**src/design/bnlm_pkg.sv**
```systemverilog
`default_nettype none
package bnlm_pkg;

  localparam int REQ_W     = 2;
  localparam int NODE_W    = 6;
  localparam int LIM_W     = 17;
  localparam int IDENT_W   = 29;
  localparam int BYTE_W    = 8;
  localparam int DT_W      = 16;
  localparam int EV_W      = 4;
  localparam int RR_W      = 2;
  localparam int KIND_W    = 2;

  localparam int IN_W      = NODE_W + LIM_W + IDENT_W + 3 * BYTE_W + DT_W;
  localparam int IN_DATA_W = ((IN_W + 7) / 8) * 8;

  localparam logic [BYTE_W-1:0] RESTART_MARK = 8'hFF;
  localparam logic [BYTE_W-1:0] KB_CODE_A    = 8'd3;
  localparam logic [BYTE_W-1:0] KB_CODE_B    = 8'd23;
  localparam logic [BYTE_W-1:0] KB_CODE_C    = 8'd28;
  localparam logic [BYTE_W-1:0] REASON_MAX   = 8'd2;

  typedef enum logic [REQ_W-1:0] {
    REQ_REGISTER = 2'd0,
    REQ_MESSAGE  = 2'd1,
    REQ_TICK     = 2'd2,
    REQ_QUERY    = 2'd3
  } req_e;

  typedef enum logic [EV_W-1:0] {
    EV_REGISTERED = 4'd0,
    EV_BAD_NUMBER = 4'd1,
    EV_IN_USE     = 4'd2,
    EV_MSG_KNOWN  = 4'd3,
    EV_MSG_REPORT = 4'd4,
    EV_MSG_IGNORE = 4'd5,
    EV_LOST       = 4'd6,
    EV_TICK_DONE  = 4'd7,
    EV_STATUS     = 4'd8
  } ev_e;

  typedef enum logic [KIND_W-1:0] {
    KIND_UNKNOWN = 2'd0,
    KIND_A       = 2'd1,
    KIND_B       = 2'd2,
    KIND_C       = 2'd3
  } kind_e;

  localparam logic [RR_W-1:0] RR_NONE = 2'd3;

  typedef enum logic [2:0] {
    ST_IDLE,
    ST_RESP,
    ST_T_ORD,
    ST_T_NODE,
    ST_T_UPD,
    ST_T_DONE
  } state_e;

  typedef struct packed {
    logic [DT_W-1:0]          elapsed_seconds;
    logic [BYTE_W-1:0]        reason_byte;
    logic [BYTE_W-1:0]        kind_byte;
    logic [BYTE_W-1:0]        first_byte;
    logic [IDENT_W-1:0]       message_ident;
    logic signed [LIM_W-1:0]  timeout_limit;
    logic [NODE_W-1:0]        node_number;
  } in_t;

  typedef struct packed {
    logic              is_active;
    logic              is_registered;
    logic [KIND_W-1:0] device_kind;
    logic              extra_ident_bits;
    logic [RR_W-1:0]   restart_reason;
    logic              went_online;
    logic [NODE_W-1:0] local_index;
    logic [NODE_W-1:0] node_id;
  } res_t;

  localparam int RES_W      = $bits(res_t);
  localparam int OUT_DATA_W = ((RES_W + 7) / 8) * 8;

endpackage
`default_nettype wire

```
**src/design/bus_node_liveness_monitor_unit.sv**
```systemverilog
// Register, message and query: one result, loaded into the output register
//   from ST_RESP once that register is free; the next item is accepted after that.
// Tick: for each registered node, order lookup, node lookup and the add/compare
//   unit in turn, then a done result; lost and done results wait on the output side.
// Reset (rst_ni low, async): clears node flags, node count, ignore bit and
//   output valid; RAM contents are not cleared and are used only once written.
`default_nettype none
module bus_node_liveness_monitor_unit #(
  parameter int NODE_SLOTS = 64,
  parameter int IDLE_BITS  = 32
) (
  input  wire logic                                clk_i,
  input  wire logic                                rst_ni,
  input  wire logic                                cfg_we_i,
  input  wire logic                                cfg_wdata_i,
  input  wire logic                                s_axis_tvalid,
  output logic                                     s_axis_tready,
  // node_number, timeout_limit, message_ident, first_byte, kind_byte,
  // reason_byte, elapsed_seconds, zero pad
  input  wire logic [bnlm_pkg::IN_DATA_W-1:0]      s_axis_tdata,
  // req_type
  input  wire logic [bnlm_pkg::REQ_W-1:0]          s_axis_tuser,
  output logic                                     m_axis_tvalid,
  input  wire logic                                m_axis_tready,
  // node_id, local_index, went_online, restart_reason, extra_ident_bits,
  // device_kind, is_registered, is_active, zero pad
  output logic      [bnlm_pkg::OUT_DATA_W-1:0]     m_axis_tdata,
  // event_res
  output logic      [bnlm_pkg::EV_W-1:0]           m_axis_tuser,
  output logic                                     m_axis_tlast
);
  import bnlm_pkg::*;

  localparam int SlotW = $clog2(NODE_SLOTS);
  localparam int NodeW = LIM_W + SlotW;

  state_e                 state_q, state_d;
  req_e                   req_q, req_d;
  in_t                    item_q, item_d, in_w;
  logic [SlotW-1:0]       i_q, i_d;
  logic [SlotW-1:0]       count_q, count_d;
  logic [SlotW-1:0]       tnode_q, tnode_d;
  logic                   ign_q;
  logic [NODE_SLOTS-1:0]  reg_flags_q, reg_flags_d;
  logic [NODE_SLOTS-1:0]  online_q, online_d;

  logic                   out_valid_q, out_valid_d;
  res_t                   out_res_q, out_res_d;
  ev_e                    out_ev_q, out_ev_d;
  logic                   out_last_q, out_last_d;
  logic                   out_ok;

  logic                   node_we, node_re, idle_we, idle_re, ord_we, ord_re;
  logic [SlotW-1:0]       node_waddr, node_raddr, idle_waddr, idle_raddr;
  logic [SlotW-1:0]       ord_waddr, ord_raddr;
  logic [NodeW-1:0]       node_wdata, node_rdata;
  logic [IDLE_BITS-1:0]   idle_wdata, idle_rdata;
  logic [SlotW-1:0]       ord_wdata, ord_rdata;

  logic [IDLE_BITS-1:0]   alu_sum;
  logic                   alu_over;

  logic [NODE_W-1:0]      sel;
  logic [SlotW-1:0]       sel_idx;
  logic                   in_tab, node_ok, reg_hit, ext;
  logic [RR_W-1:0]        rr;
  kind_e                  kind;
  logic [SlotW-1:0]       node_idx;
  logic                   lost;

  assign in_w = in_t'(s_axis_tdata[IN_W-1:0]);

  bnlm_ram #(.WIDTH(NodeW), .DEPTH(NODE_SLOTS)) u_node_ram (
    .clk_i  (clk_i),
    .we_i   (node_we),
    .waddr_i(node_waddr),
    .wdata_i(node_wdata),
    .re_i   (node_re),
    .raddr_i(node_raddr),
    .rdata_o(node_rdata)
  );

  bnlm_ram #(.WIDTH(IDLE_BITS), .DEPTH(NODE_SLOTS)) u_idle_ram (
    .clk_i  (clk_i),
    .we_i   (idle_we),
    .waddr_i(idle_waddr),
    .wdata_i(idle_wdata),
    .re_i   (idle_re),
    .raddr_i(idle_raddr),
    .rdata_o(idle_rdata)
  );

  bnlm_ram #(.WIDTH(SlotW), .DEPTH(NODE_SLOTS)) u_order_ram (
    .clk_i  (clk_i),
    .we_i   (ord_we),
    .waddr_i(ord_waddr),
    .wdata_i(ord_wdata),
    .re_i   (ord_re),
    .raddr_i(ord_raddr),
    .rdata_o(ord_rdata)
  );

  bnlm_alu #(.IDLE_BITS(IDLE_BITS)) u_alu (
    .idle_i (idle_rdata),
    .dt_i   (item_q.elapsed_seconds),
    .limit_i(node_rdata[NodeW-1:SlotW]),
    .sum_o  (alu_sum),
    .over_o (alu_over)
  );

  // decode of the held item
  always_comb begin
    sel      = (req_q == REQ_MESSAGE) ? item_q.message_ident[7:2] : item_q.node_number;
    sel_idx  = sel[SlotW-1:0];
    in_tab   = ({1'b0, sel} < (NODE_W + 1)'(NODE_SLOTS));
    node_ok  = in_tab && (sel != '0);
    reg_hit  = in_tab && reg_flags_q[sel_idx];
    node_idx = node_rdata[SlotW-1:0];
    ext      = |item_q.message_ident[IDENT_W-1:11];
    rr       = (item_q.first_byte == RESTART_MARK && item_q.reason_byte <= REASON_MAX) ?
               item_q.reason_byte[RR_W-1:0] : RR_NONE;
    case (item_q.kind_byte)
      KB_CODE_A: kind = KIND_A;
      KB_CODE_B: kind = KIND_B;
      KB_CODE_C: kind = KIND_C;
      default:   kind = KIND_UNKNOWN;
    endcase
    lost = alu_over && online_q[tnode_q] && reg_flags_q[tnode_q];
  end

  assign out_ok = !out_valid_q || m_axis_tready;

  always_comb begin
    state_d     = state_q;
    req_d       = req_q;
    item_d      = item_q;
    i_d         = i_q;
    count_d     = count_q;
    tnode_d     = tnode_q;
    reg_flags_d = reg_flags_q;
    online_d    = online_q;
    out_valid_d = out_valid_q && !m_axis_tready;
    out_res_d   = out_res_q;
    out_ev_d    = out_ev_q;
    out_last_d  = out_last_q;
    s_axis_tready = 1'b0;
    node_we = 1'b0;  node_re = 1'b0;
    idle_we = 1'b0;  idle_re = 1'b0;
    ord_we  = 1'b0;  ord_re  = 1'b0;
    node_waddr = sel_idx;
    node_wdata = {item_q.timeout_limit, count_q};
    node_raddr = (in_w.node_number != '0 && s_axis_tuser == REQ_MESSAGE) ?
                 in_w.message_ident[SlotW+1:2] : in_w.node_number[SlotW-1:0];
    idle_waddr = sel_idx;
    idle_wdata = '0;
    idle_raddr = ord_rdata;
    ord_waddr  = count_q;
    ord_wdata  = sel_idx;
    ord_raddr  = i_q;

    unique case (state_q)
      ST_IDLE: begin
        s_axis_tready = 1'b1;
        if (s_axis_tvalid) begin
          req_d   = req_e'(s_axis_tuser);
          item_d  = in_w;
          node_re = 1'b1;
          i_d     = '0;
          state_d = (req_e'(s_axis_tuser) == REQ_TICK) ? ST_T_ORD : ST_RESP;
          if (s_axis_tuser == REQ_MESSAGE) begin
            node_raddr = in_w.message_ident[SlotW+1:2];
          end
        end
      end
      ST_RESP: begin
        if (out_ok) begin
          out_valid_d = 1'b1;
          out_last_d  = 1'b1;
          out_res_d   = '0;
          out_res_d.node_id        = sel;
          out_res_d.restart_reason = RR_NONE;
          out_ev_d    = EV_STATUS;
          state_d     = ST_IDLE;
          unique case (req_q)
            REQ_REGISTER: begin
              if (!node_ok) begin
                out_ev_d = EV_BAD_NUMBER;
              end else if (reg_hit) begin
                out_ev_d = EV_IN_USE;
              end else begin
                out_ev_d = EV_REGISTERED;
                out_res_d.local_index = NODE_W'(count_q);
                node_we  = 1'b1;
                idle_we  = 1'b1;
                ord_we   = 1'b1;
                count_d  = count_q + 1'b1;
                reg_flags_d[sel_idx] = 1'b1;
              end
            end
            REQ_MESSAGE: begin
              out_res_d.extra_ident_bits = ext;
              if (reg_hit) begin
                out_ev_d = EV_MSG_KNOWN;
                out_res_d.local_index    = NODE_W'(node_idx);
                out_res_d.went_online    = !online_q[sel_idx];
                out_res_d.restart_reason = rr;
                idle_we  = 1'b1;
                online_d[sel_idx] = 1'b1;
              end else if (ign_q) begin
                out_ev_d = EV_MSG_IGNORE;
              end else begin
                out_ev_d = EV_MSG_REPORT;
                out_res_d.restart_reason = rr;
                out_res_d.device_kind    = kind;
              end
            end
            REQ_QUERY: begin
              if (node_ok) begin
                out_res_d.is_registered = reg_hit;
                out_res_d.is_active     = online_q[sel_idx];
                out_res_d.local_index   = reg_hit ? NODE_W'(node_idx) : '0;
              end
            end
            default: begin
              state_d = ST_T_ORD;
            end
          endcase
        end
      end
      ST_T_ORD: begin
        if (i_q == count_q) begin
          state_d = ST_T_DONE;
        end else begin
          ord_re  = 1'b1;
          state_d = ST_T_NODE;
        end
      end
      ST_T_NODE: begin
        idle_re    = 1'b1;
        node_re    = 1'b1;
        node_raddr = ord_rdata;
        tnode_d    = ord_rdata;
        state_d    = ST_T_UPD;
      end
      ST_T_UPD: begin
        if (!lost || out_ok) begin
          idle_we    = 1'b1;
          idle_waddr = tnode_q;
          idle_wdata = alu_sum;
          i_d        = i_q + 1'b1;
          state_d    = ST_T_ORD;
          if (lost) begin
            online_d[tnode_q] = 1'b0;
            out_valid_d = 1'b1;
            out_last_d  = 1'b0;
            out_ev_d    = EV_LOST;
            out_res_d   = '0;
            out_res_d.node_id        = NODE_W'(tnode_q);
            out_res_d.local_index    = NODE_W'(i_q);
            out_res_d.restart_reason = RR_NONE;
          end
        end
      end
      ST_T_DONE: begin
        if (out_ok) begin
          out_valid_d = 1'b1;
          out_last_d  = 1'b1;
          out_ev_d    = EV_TICK_DONE;
          out_res_d   = '0;
          out_res_d.restart_reason = RR_NONE;
          state_d     = ST_IDLE;
        end
      end
      default: begin
        state_d = ST_IDLE;
      end
    endcase
  end

  always_ff @(posedge clk_i or negedge rst_ni) begin
    if (!rst_ni) begin
      state_q     <= ST_IDLE;
      count_q     <= '0;
      ign_q       <= 1'b0;
      reg_flags_q <= '0;
      online_q    <= '0;
      out_valid_q <= 1'b0;
    end else begin
      state_q     <= state_d;
      count_q     <= count_d;
      reg_flags_q <= reg_flags_d;
      online_q    <= online_d;
      out_valid_q <= out_valid_d;
      if (cfg_we_i) begin
        ign_q <= cfg_wdata_i;
      end
    end
  end

  always_ff @(posedge clk_i) begin
    req_q      <= req_d;
    item_q     <= item_d;
    i_q        <= i_d;
    tnode_q    <= tnode_d;
    out_res_q  <= out_res_d;
    out_ev_q   <= out_ev_d;
    out_last_q <= out_last_d;
  end

  assign m_axis_tvalid = out_valid_q;
  assign m_axis_tdata  = OUT_DATA_W'(out_res_q);
  assign m_axis_tuser  = out_ev_q;
  assign m_axis_tlast  = out_last_q;

endmodule
`default_nettype wire

```
**src/design/bnlm_ram.sv**
```systemverilog
`default_nettype none
module bnlm_ram #(
  parameter int WIDTH = 8,
  parameter int DEPTH = 64
) (
  input  wire logic                     clk_i,
  input  wire logic                     we_i,
  input  wire logic [$clog2(DEPTH)-1:0] waddr_i,
  input  wire logic [WIDTH-1:0]         wdata_i,
  input  wire logic                     re_i,
  input  wire logic [$clog2(DEPTH)-1:0] raddr_i,
  output logic      [WIDTH-1:0]         rdata_o
);

  logic [WIDTH-1:0] mem_q [DEPTH];
  logic [WIDTH-1:0] rdata_q;

  always_ff @(posedge clk_i) begin
    if (we_i) begin
      mem_q[waddr_i] <= wdata_i;
    end
    if (re_i) begin
      rdata_q <= mem_q[raddr_i];
    end
  end

  assign rdata_o = rdata_q;

endmodule
`default_nettype wire

```
**src/design/bnlm_alu.sv**
```systemverilog
`default_nettype none
module bnlm_alu #(
  parameter int IDLE_BITS = 32
) (
  input  wire logic        [IDLE_BITS-1:0]      idle_i,
  input  wire logic        [bnlm_pkg::DT_W-1:0] dt_i,
  input  wire logic signed [bnlm_pkg::LIM_W-1:0] limit_i,
  output logic             [IDLE_BITS-1:0]      sum_o,
  output logic                                  over_o
);
  import bnlm_pkg::*;

  logic [IDLE_BITS:0] sum_ext;

  // saturating idle update and timeout compare; negative limit never expires
  always_comb begin
    sum_ext = {1'b0, idle_i} + (IDLE_BITS + 1)'(dt_i);
    sum_o   = sum_ext[IDLE_BITS] ? {IDLE_BITS{1'b1}} : sum_ext[IDLE_BITS-1:0];
    over_o  = !limit_i[LIM_W-1] && (sum_o > IDLE_BITS'(limit_i[LIM_W-2:0]));
  end

endmodule
`default_nettype wire

```
**config.mk**
```make
export PLATFORM = sky130hd
export DESIGN_NAME = bus_node_liveness_monitor_unit
export DESIGN_NICKNAME = d
export VERILOG_FILES = /design/src/design/bnlm_pkg.sv /design/src/design/bus_node_liveness_monitor_unit.sv /design/src/design/bnlm_ram.sv /design/src/design/bnlm_alu.sv
export SDC_FILE = /design/constraint.sdc
export NUM_CORES = 2
export LEC_CHECK = 0
export BUFFER_PORTS_ARGS = -buffer_cell sky130_fd_sc_hd__buf_2
export CORE_UTILIZATION = 30
export DETAILED_ROUTE_END_ITERATION = 6
export PLACE_DENSITY = 0.4
export SLEW_MARGIN = 20
export SYNTH_ARGS = -nofsm -noshare
export SYNTH_HDL_FRONTEND = slang
export SYNTH_SLANG_ARGS = --single-unit
export TNS_END_PERCENT = 30
```
**constraint.sdc**
```tcl
create_clock -name clk_i -period 8.8 [get_ports clk_i]
set_clock_uncertainty 0.2 [all_clocks]
set_input_delay 1.76 -clock clk_i [delete_from_list [all_inputs] [get_ports clk_i]]
set_output_delay 1.76 -clock clk_i [all_outputs]
set_load 0.005 [all_outputs]
```
==> summary.txt <==
DRC violations left: 0
Critical Path Fanout Max: 26
HPWL Detailed: 293000 um
Placed cell areas: 180000 sq um
Layout cells sized above 1: 27.7%
CTS buffer count: 460
Post-layout nets: 8899
DR iter-0 viols: 8227
Final Hold Vio Count: 0
CP arrival: 8.19 ns
WL met1: 233000 um
Routed WL: 517000 um
RSZ-0062 raised after global routing: no
P_leak: 60.6 nW
Global route total overflow: 0
Reg-to-reg startpoint: u_idle_ram.rdata_o[0]
Starting Density: 30.1%
TNS Setup: 0 ns
Cell Rows: 273
Top FF cell, synth: edfxtp_1
Vias: 84800
Area of the multi-input gates: 39200 sq um
Post-CTS Setup Inserts: 0
Async set-reset flop share out of synthesis: 3.29%
Required time of the worst setup path: 9.24 ns
Cts hold-fix bufs: 0
Router iterations before antenna repair: 6
CTS resizes: 0
GP Congestion: 0.842
Fin util: 35.2%
First-pass GRT wire length: 717000 um
Number of synthesized flops with an enable pin: 4091
Most frequent cells in the layout: 4091 x edfxtp_1, 1056 x mux4_2, 562 x nand2_1
Port bufs: 121
Largest net degree at the start of global routing: 100
DR top layer: met5
Longest Clk Path Bufs: 4
Slew margin rel.: 22.8%
Register Area: 126000 sq um
GR Util All Layers: 18.1%
Synth Register Bits: 4230
Initial antenna violation count: 46
Htree depth: 5
CTS tree: done
Post-route ant nets: 0
Sequential fraction of the synthesis area: 75.9%
Crit share post-route: 88.0%
Distinct cells, synth: 98
Cell area after synthesis: 166000 sq um
CP Launch Type: flop
Fmax: 129 MHz
Core area: 553000 sq um
HP Start: reg_flags_q[0]
Cells after Synth: 8240
Slew @ Worst Pin: 1.16 ns
Die ar.: 558000 sq um
Max Cap Viol: 0
Metal2 WL: 248000 um
Worst-Skew Late Latency: 1.05 ns
Fin area: 195000 sq um
VDD IR max: 0.223 mV
Fin. max-slew vios: 0
Via density: 5.16
Clk sinks: 4230
Post-Layout Cell Count: 16400
Final setup viols: 0
CP Capture Type: flop
Pwr/cell area: 280 nW/um^2
Clk Tree Root Cell: clkbuf_16
Fillers: 51300
Chip width: 747 um
Worst-path clk slew: 0.06 ns
Critical path origin: u_idle_ram.rdata_o[0]
Vias in the first global route: 88400
Routed met3 length: 24000 um
Final min period: 7.74 ns
Die Height: 747 um
Warnings, synthesis: 0
Status: completed
Placed instance count: 15600
Most common cell after layout, fill and taps aside: edfxtp_1
Syn avg cell area: 20.2 sq um
Kind of critical path: reg -> reg
IO Count: 135
Area grow syn2layout: 17.0%
Average wire per standard cell: 31.4 um
Hold Path Class: reg -> reg
## final cells by class
type                    count  area share, %
well taps                7287           4.68
flip-flops and latches   4230           64.9
repair buffers            500           2.49
clock inverters           265           1.30
multi-input cells        3455           20.2
inverters                 113          0.221
diodes                     13         0.0167
clock buffers             586           6.23
## sequential cells by signal, summed over array words and instances (netlist names), 23 cells and up
name	count
u_order_ram.mem_q	384
reg_flags_q	64
u_node_ram.mem_q	1472
u_idle_ram.rdata_o	32
u_idle_ram.mem_q	2048
u_node_ram.rdata_o	23
item_q	87
online_q	64
## synthesized netlist by cell type, types with 22 or more instances
cell type / instances / share of area [%]
o21ai_0: 120 / 0.36
nand3_1: 262 / 0.79
buf_2: 61 / 0.18
clkbuf_1: 262 / 0.59
a22o_1: 32 / 0.17
or2_2: 41 / 0.15
inv_1: 109 / 0.25
ha_1: 34 / 0.26
mux2_2: 67 / 0.45
nand2b_1: 22 / 0.083
nand2_1: 563 / 1.3
nor3_1: 30 / 0.090
a211oi_1: 56 / 0.25
a22oi_1: 42 / 0.19
o221ai_1: 30 / 0.16
buf_1: 102 / 0.23
mux2i_1: 29 / 0.17
mux4_2: 1056 / 14
a21oi_1: 242 / 0.73
o22ai_1: 68 / 0.26
buf_4: 32 / 0.14
a221oi_1: 24 / 0.13
dfrtp_1: 139 / 2.1
a31oi_1: 23 / 0.086
nor2b_1: 39 / 0.15
a2111oi_0: 29 / 0.15
nor2_1: 243 / 0.55
edfxtp_1: 4091 / 74
or2_1: 35 / 0.13
nand4_1: 47 / 0.18
## worst max-delay path: stages, from the launching register on
cell       delay, ns
edfxtp_1        0.39
ha_1            0.24
fa_1            0.43
a211oi_1        0.32
nor2_1          0.13
a221o_1         0.42
a21oi_2         0.44
or3_2           0.62
nand2b_1        0.21
ha_1            0.34
nor2b_1         0.14
o211ai_1        0.14
a2111oi_0       0.16
a211oi_1        0.26
o21ai_0         0.17
a211oi_1        0.26
nand4_1         0.17
buf_4           0.25
o211ai_4        0.29
buf_4           0.36
a31oi_2         0.35
a21oi_4         0.63
buf_12          0.36
## worst paths after layout
kind,end,slack [ns],cells after the start
hold reg to reg,reg_flags_q[0],0.23,0
max in group asynchronous,reg_flags_q[16],6.55,3
min in group asynchronous,state_q[0],0.55,1
setup / recovery,u_idle_ram.mem_q[18][0],1.06,22
hold / removal,reg_flags_q[0],0.23,0
setup reg to reg,u_idle_ram.mem_q[18][0],1.06,22
## per-stage QoR
stage / total power [W] / hold slack, ns / setup WS (ns)
final: 0.0545 / 0.226 / 1.06
after CTS: 0.0553 / 0.221 / 1.01
after global routing: 0.0564 / 0.248 / 0.714
after floorplan: 0.0306 / 0.224 / 0.912
after detailed placement: 0.0361 / 0.202 / 1.09
after global placement: 0.0361 / 0.200 / 0.992
## cells by family (layout without fill, tap and decap cells)
group | after synthesis | after routing | synth area share [%]
flops | 4230 | 4230 | 75.9
simple gates | 1386 | 1386 | 3.85
mux | 1153 | 1153 | 14.9
compound gates | 818 | 818 | 3.35
buf+inv | 581 | 1464 | 1.49
xor+xnor | 36 | 36 | 0.190
fa+ha+maj | 35 | 35 | 0.268
other cells | 1 | 40 | 0.00225
## power by group
part | switching [W] | internal [W] | total [W] | leakage, nW
Sequential | 0.000382 | 0.0234 | 0.0238 | 38.4
Combinational | 0.00766 | 0.00407 | 0.0117 | 15.1
Clock | 0.00818 | 0.0108 | 0.0190 | 7.15
Total | 0.0162 | 0.0382 | 0.0545 | 60.6
## per-layer routing
layer	GRT usage [%]	vias to the layer above
met5	0	-
met4	3.82	2
met3	2.20	644
met2	29.9	2359
met1	25.9	46600
li1	-	35200
(Power assumes the default switching activity.)
